### src/rtl/fpfa_pkg.sv
// Shared types and constants for the fixed partition fit allocator.
package fpfa_pkg;

  localparam int unsigned SIZE_W    = 16;
  localparam int unsigned ID_W      = 4;
  localparam int unsigned CMD_W     = 2;
  localparam int unsigned CFG_IDX_W = 4;

  typedef logic [SIZE_W-1:0] size_t;
  typedef logic [ID_W-1:0]   id_t;

  typedef enum logic [CMD_W-1:0] {
    CMD_FIRST_FIT = 2'd0,
    CMD_BEST_FIT  = 2'd1,
    CMD_FREE      = 2'd2,
    CMD_UNUSED    = 2'd3
  } cmd_e;

  typedef enum logic [2:0] {
    ST_IDLE   = 3'b001,
    ST_SCAN   = 3'b010,
    ST_FINISH = 3'b100
  } state_e;

endpackage

### src/rtl/fixed_partition_fit_allocator.sv
// Fixed partition allocator: first-fit, best-fit and free over configured partitions.
//
// A command is taken when start_i is high and busy_o is low. The block then
// walks the partitions one per cycle through a shared datapath, in the scan
// state. A finishing state then commits the free flag and loads the result
// registers, and the result is shown in the cycle after it, for exactly one
// cycle with done_o high; the receiver cannot stall it, and busy_o is already
// low in that cycle, so the next command may be started at the same edge
// that takes the result. Partition sizes are written through the
// configuration channel, which is always ready; writes must only be made
// while no command is in flight, and the block itself does not enforce this.
// A size of zero marks an absent partition. Writes to an index at or beyond
// NUM_PARTS are dropped. After reset every partition is free and every size
// is zero.
module fixed_partition_fit_allocator
  import fpfa_pkg::*;
#(
  parameter int unsigned NUM_PARTS = 8
) (
  input  logic                 clk_i,
  input  logic                 rst_ni,
  // Command channel.
  input  logic                 start_i,
  output logic                 busy_o,
  input  logic [CMD_W-1:0]     cmd_i,
  input  logic [SIZE_W-1:0]    request_size_i,
  input  logic [ID_W-1:0]      target_id_i,
  // Result channel.
  output logic                 done_o,
  output logic                 ok_o,
  output logic [ID_W-1:0]      granted_id_o,
  output logic [SIZE_W-1:0]    granted_size_o,
  // Configuration write channel.
  input  logic                 cfg_valid_i,
  output logic                 cfg_ready_o,
  input  logic [CFG_IDX_W-1:0] cfg_index_i,
  input  logic [SIZE_W-1:0]    cfg_data_i
);

  localparam int unsigned IDX_W = (NUM_PARTS > 1) ? $clog2(NUM_PARTS) : 1;
  localparam logic [IDX_W-1:0] LAST_IDX = IDX_W'(NUM_PARTS - 1);

  state_e state_q, state_d;

  size_t part_size_q [NUM_PARTS];
  logic [NUM_PARTS-1:0] free_q;

  // Latched command.
  cmd_e  cmd_q;
  size_t need_q;
  id_t   tid_q;

  // Scan state.
  logic [IDX_W-1:0] idx_q;
  logic             found_q;
  logic [IDX_W-1:0] pick_q;
  size_t            best_q;

  // Result registers.
  logic  done_q;
  logic  ok_q;
  id_t   id_q;
  size_t rsize_q;

  logic  accept;
  logic  cfg_fire;
  size_t cur_size;
  logic  cur_free;
  logic  present;
  logic  fits;
  logic  smaller;
  logic  id_hit;
  logic  take;

  assign accept   = start_i && (state_q == ST_IDLE);
  assign cfg_fire = cfg_valid_i && cfg_ready_o;

  // The shared datapath: one partition read, one fit compare, one size compare.
  assign cur_size = part_size_q[idx_q];
  assign cur_free = free_q[idx_q];
  assign present  = (cur_size != '0);
  assign fits     = (cur_size >= need_q);
  assign smaller  = (cur_size < best_q);
  assign id_hit   = (tid_q == (ID_W'(idx_q) + ID_W'(1)));

  always_comb begin
    unique case (cmd_q)
      CMD_FIRST_FIT: take = present && cur_free && fits && !found_q;
      CMD_BEST_FIT:  take = present && cur_free && fits && (!found_q || smaller);
      CMD_FREE:      take = present && id_hit;
      default:       take = 1'b0;
    endcase
  end

  always_comb begin
    state_d = state_q;
    unique case (state_q)
      ST_IDLE:   if (start_i) state_d = ST_SCAN;
      ST_SCAN:   if (idx_q == LAST_IDX) state_d = ST_FINISH;
      ST_FINISH: state_d = ST_IDLE;
      default:   state_d = ST_IDLE;
    endcase
  end

  always_ff @(posedge clk_i or negedge rst_ni) begin
    if (!rst_ni) begin
      state_q <= ST_IDLE;
      found_q <= 1'b0;
      idx_q   <= '0;
      done_q  <= 1'b0;
      free_q  <= '1;
    end else begin
      state_q <= state_d;
      done_q  <= (state_q == ST_FINISH);
      if (accept) begin
        idx_q   <= '0;
        found_q <= 1'b0;
      end else if (state_q == ST_SCAN) begin
        if (idx_q != LAST_IDX) idx_q <= idx_q + IDX_W'(1);
        if (take) found_q <= 1'b1;
      end else if (state_q == ST_FINISH && found_q) begin
        // Allocation claims the partition, free releases it.
        free_q[pick_q] <= (cmd_q == CMD_FREE);
      end
    end
  end

  always_ff @(posedge clk_i or negedge rst_ni) begin
    if (!rst_ni) begin
      for (int i = 0; i < NUM_PARTS; i++) part_size_q[i] <= '0;
    end else if (cfg_fire) begin
      for (int i = 0; i < NUM_PARTS; i++) begin
        if (cfg_index_i == CFG_IDX_W'(i)) part_size_q[i] <= cfg_data_i;
      end
    end
  end

  // Payload registers need no reset.
  always_ff @(posedge clk_i) begin
    if (accept) begin
      cmd_q  <= cmd_e'(cmd_i);
      need_q <= request_size_i;
      tid_q  <= target_id_i;
    end
    if (state_q == ST_SCAN && take) begin
      pick_q <= idx_q;
      best_q <= cur_size;
    end
    if (state_q == ST_FINISH) begin
      ok_q    <= found_q;
      id_q    <= found_q ? (ID_W'(pick_q) + ID_W'(1)) : '0;
      rsize_q <= found_q ? best_q : '0;
    end
  end

  assign busy_o         = (state_q != ST_IDLE);
  assign cfg_ready_o    = 1'b1;
  assign done_o         = done_q;
  assign ok_o           = ok_q;
  assign granted_id_o   = id_q;
  assign granted_size_o = rsize_q;

  a_done_after_finish : assert property (@(posedge clk_i) disable iff (!rst_ni)
    done_o |-> $past(state_q == ST_FINISH))
    else $error("result strobe without a finishing cycle");

  a_fail_zero : assert property (@(posedge clk_i) disable iff (!rst_ni)
    (done_o && !ok_o) |-> (granted_id_o == '0 && granted_size_o == '0))
    else $error("failed result carries nonzero fields");

  a_ok_id_range : assert property (@(posedge clk_i) disable iff (!rst_ni)
    (done_o && ok_o) |-> (granted_id_o != '0 && granted_id_o <= ID_W'(NUM_PARTS)))
    else $error("granted id out of range");

  a_alloc_claims : assert property (@(posedge clk_i) disable iff (!rst_ni)
    (state_q == ST_FINISH && found_q && cmd_q != CMD_FREE) |=> !free_q[$past(pick_q)])
    else $error("allocation did not claim its partition");

endmodule

### config.mk
export PLATFORM = sky130hd
export DESIGN_NAME = fixed_partition_fit_allocator
export DESIGN_NICKNAME = d
export VERILOG_FILES = /design/src/rtl/fpfa_pkg.sv /design/src/rtl/fixed_partition_fit_allocator.sv
export SDC_FILE = /design/constraint.sdc
export NUM_CORES = 1
export LEC_CHECK = 0
export BUFFER_PORTS_ARGS = -buffer_cell sky130_fd_sc_hd__buf_4
export CELL_PAD_IN_SITES_DETAIL_PLACEMENT = 1
export CELL_PAD_IN_SITES_GLOBAL_PLACEMENT = 2
export CORE_MARGIN = 3
export CORE_UTILIZATION = 44
export DETAILED_ROUTE_END_ITERATION = 6
export MAX_ROUTING_LAYER = met4
export PLACE_DENSITY = 0.82
export SLEW_MARGIN = 20
export SYNTH_ARGS = -nofsm -noshare
export SYNTH_HDL_FRONTEND = slang
export SYNTH_SLANG_ARGS = --single-unit
### constraint.sdc
create_clock -name clk_i -period 7.6 [get_ports clk_i]
set_input_delay 0.76 -clock clk_i [delete_from_list [all_inputs] [get_ports clk_i]]
set_output_delay 0.76 -clock clk_i [all_outputs]
set_load 0.1 [all_outputs]
==> impl_metrics.yaml <==
synthesis:
  synthesis.nets: 727
  syn_area_per_cell_um2: 14.72
  async_flop_share_pct: 69.90
  syn_inst: 647
  yosysWarnings: 0
  ys_types: 53
  synth_area_mm2: 0.009525
  ys.flop_type: "dfrtp_1"
  synth_edf_count: 62
  ys_seq_elements: 206
  ys_seq_area_share_pct: 57.49
global_routing:
  grt_pass1_wl_mm: 35.74
  grt_pass1_vias: 6399
  grt_max_degree: 79
  antenna_found_initial: 0
  track_usage_pct: 19.58
  grt-ovfl-total: 0
sta:
  finalCriticalPeriod_ns: 4.675
  setup_ws_ns: 2.925
  hold_viol_final: 0
  relSlewSlack_pct: 25.09
  fin_crit_sh_pct: 61.52
  fin_tns_setup_ns: 0
  hold_ws_ns: 0.2949
  maxSlewViolCount: 0
  finalSetupViolCount: 0
  worst_pin_slew_ns: 1.123
  skew_ns: 0.01010
  clock.fmax_mhz: 213.9
  rsz0062_at_grt: "false"
power:
  leakage_nw: 4.773
  ir_drop_mv: 0.1791
  power.density_mw_per_mm2: 327.6
  finalPower_mw: 3.622
drt:
  antenna_left: 0
  vias_per_cell: 5.577
  dr.pass1.iters: 4
  drt-initial-drc-count: 239
  drc: 0
  route.vias.total: 5627
  wl_per_cell_um: 21.96
  wirelength_mm: 22.16
finish:
  nFillCells: 2055
  n_antenna_cell: 0
  drive_above_1_share_pct: 37.19
  utilization_pct: 52.27
  fin_nets: 800
  fin_area_mm2: 0.01106
  stdcell_count: 1009
  area_delta_synth_final_pct: 16.08
critical_path:
  crit_path_start_kind: "flip-flop"
  cp-end-kind: "flip-flop"
  ff2ff_path_depth: 10
  cp_max_fo: 36
  critPathRequiredTime_ns: 7.73
  path_class: "reg2reg"
  crit_arrival_ns: 4.81
placed_design:
  placed_area_mm2: 0.01026
  hpwl_mm: 14.93
  port-buffer-count: 68
  place.gp.congestion: 0.8373
  dp.cells: 968
  pre_cts_slack_ns: 2.397
flow_run:
  max_cap_viol_count: 0
floorplan:
  coreArea_mm2: 0.02115
  die_area_mm2: 0.02345
  io_pins: 70
  die_h_um: 153.1
  start_util_pct: 45.03
  rows: 53
  die_x_um: 153.1
clock_network:
  post_cts_resized: 0
  max-clock-path-buffers: 3
  path_clk_slew_ns: 0.06
  cts_tree: "built"
  cts_max_level: 1
  hold_buffers: 0
  postCtsSetupRepairBufs: 0
  insertion_delay_ns: 0.51
  cts.sinks: 206
  root_buffer: "clkbuf_16"
  cts-buffers-inserted: 24
min_path:
  hold_path.class: "in2async"
outcome:
  status: "complete, no violations"
-- state kept, by name, summed over array words and instances (netlist names), 3 cells and up --
name,cells
idx_q,3
state_q,3
part_size_q,128
tid_q,4
granted_size_o,16
best_q,16
need_q,16
free_q,8
pick_q,3
granted_id_o,4
-- cell type report --
cell class	instances	area, um2	share of cell area, %
Clock buffer	31	678.2	6.133
Clock inverter	9	93.84	0.8487
Inverter	34	127.6	1.154
Multi-Input combinational cell	378	3751	33.93
Sequential cell	206	5480	49.56
Tap cell	275	344.1	3.112
Timing Repair Buffer	76	581.8	5.262
-- report_power, final --
part	switching (mW)	total, mW	leakage (nW)	internal [mW]
clock network	0.431	1.12	0.386	0.689
registers	0.133	1.50	2.33	1.37
logic	0.536	1.00	2.06	0.467
total	1.10	3.62	4.77	2.52
-- kinds of logic after synthesis --
| family | Yosys count | share of synthesized area (%) |
|---|---|---|
| DFF | 206 | 57.49 |
| muxes | 187 | 24.04 |
| and+or+nand+nor | 83 | 5.044 |
| AOI/OAI and AO/OA | 68 | 4.860 |
| buffers and inverters | 63 | 3.599 |
| adders and majority gates | 34 | 4.466 |
| xor gates and xnor gates | 5 | 0.4597 |
| other | 1 | 0.03937 |
-- routing by layer --
layer / part of all wire [%] / track usage, % / wire [um] / up-vias
li1: - / - / - / 2535
met1: 44 / 25.29 / 9792 / 2967
met2: 51 / 33.74 / 11330 / 87
met3: 3.0 / 2.576 / 663 / 38
met4: 1.7 / 3.521 / 379 / 0
met5: 0 / - / 0 / -
-- synth_stat cells (4+ instances only) --
library cell | count | share of area (%)
mux4_2 | 12 | 2.8
buf_12 | 5 | 1.1
mux2_1 | 16 | 1.9
dfrtp_1 | 135 | 35
nor2b_1 | 4 | 0.26
nand3_1 | 4 | 0.21
a21o_2 | 6 | 0.55
buf_2 | 5 | 0.26
nand2_1 | 11 | 0.43
ha_1 | 34 | 4.5
inv_1 | 33 | 1.3
nor3b_1 | 8 | 0.63
mux2_2 | 120 | 14
edfxtp_1 | 62 | 20
a21oi_1 | 9 | 0.47
dfstp_2 | 9 | 2.5
xnor2_1 | 5 | 0.46
clkbuf_1 | 14 | 0.55
o22ai_1 | 16 | 1.1
o21ai_0 | 8 | 0.42
nand4_1 | 5 | 0.33
mux2i_1 | 33 | 3.5
nand3b_1 | 5 | 0.39
a21o_1 | 16 | 1.3
nor2_1 | 27 | 1.1
mux4_1 | 6 | 1.7
-- placed cells by master, fill, tap and decap left out, types with 3 or more instances in the layout --
cell type and count:
clkbuf_16 25, nand3_1 4, mux2_1 16, clkbuf_1 3, mux2i_1 33, edfxtp_1 62
mux4_1 6, buf_4 74, and2_1 3, o21ai_0 8, a21o_2 6, a211oi_1 3
nor2_1 26, clkbuf_8 3, nand2_1 11, inv_1 33, nand4_1 5, a21oi_1 9
mux2_2 120, clkinv_2 6, nor3b_1 5, nand2b_1 3, dfstp_2 9, a21o_1 16
xnor2_1 5, mux4_2 12, dfrtp_1 134, nor2b_1 4, ha_1 34, o22ai_1 16
nand3b_1 5
-- final timing paths --
kind,slack (ns),from,end
max in group asynchronous,5.88,rst_ni,idx_q[0]
worst max register to register,2.92,idx_q[0],best_q[3]
min in group clk_i,0.43,target_id_i[2],tid_q[2]
worst max-delay path,2.92,idx_q[0],best_q[3]
worst min-delay path,0.29,rst_ni,part_size_q[1]
worst min register to register,0.49,part_size_q[71],part_size_q[71]
-- critical path, cell delays in order (launching register included) --
cell	delay, ns
dfrtp_4	0.84
buf_4	0.46
mux4_2	0.56
a21o_2	0.28
ha_1	0.32
nand4_1	0.12
a211oi_1	0.23
a211oi_1	0.12
o31a_1	0.29
or3_4	0.42
a31oi_4	0.58
Note: power is estimated with default switching activity, not from simulation.
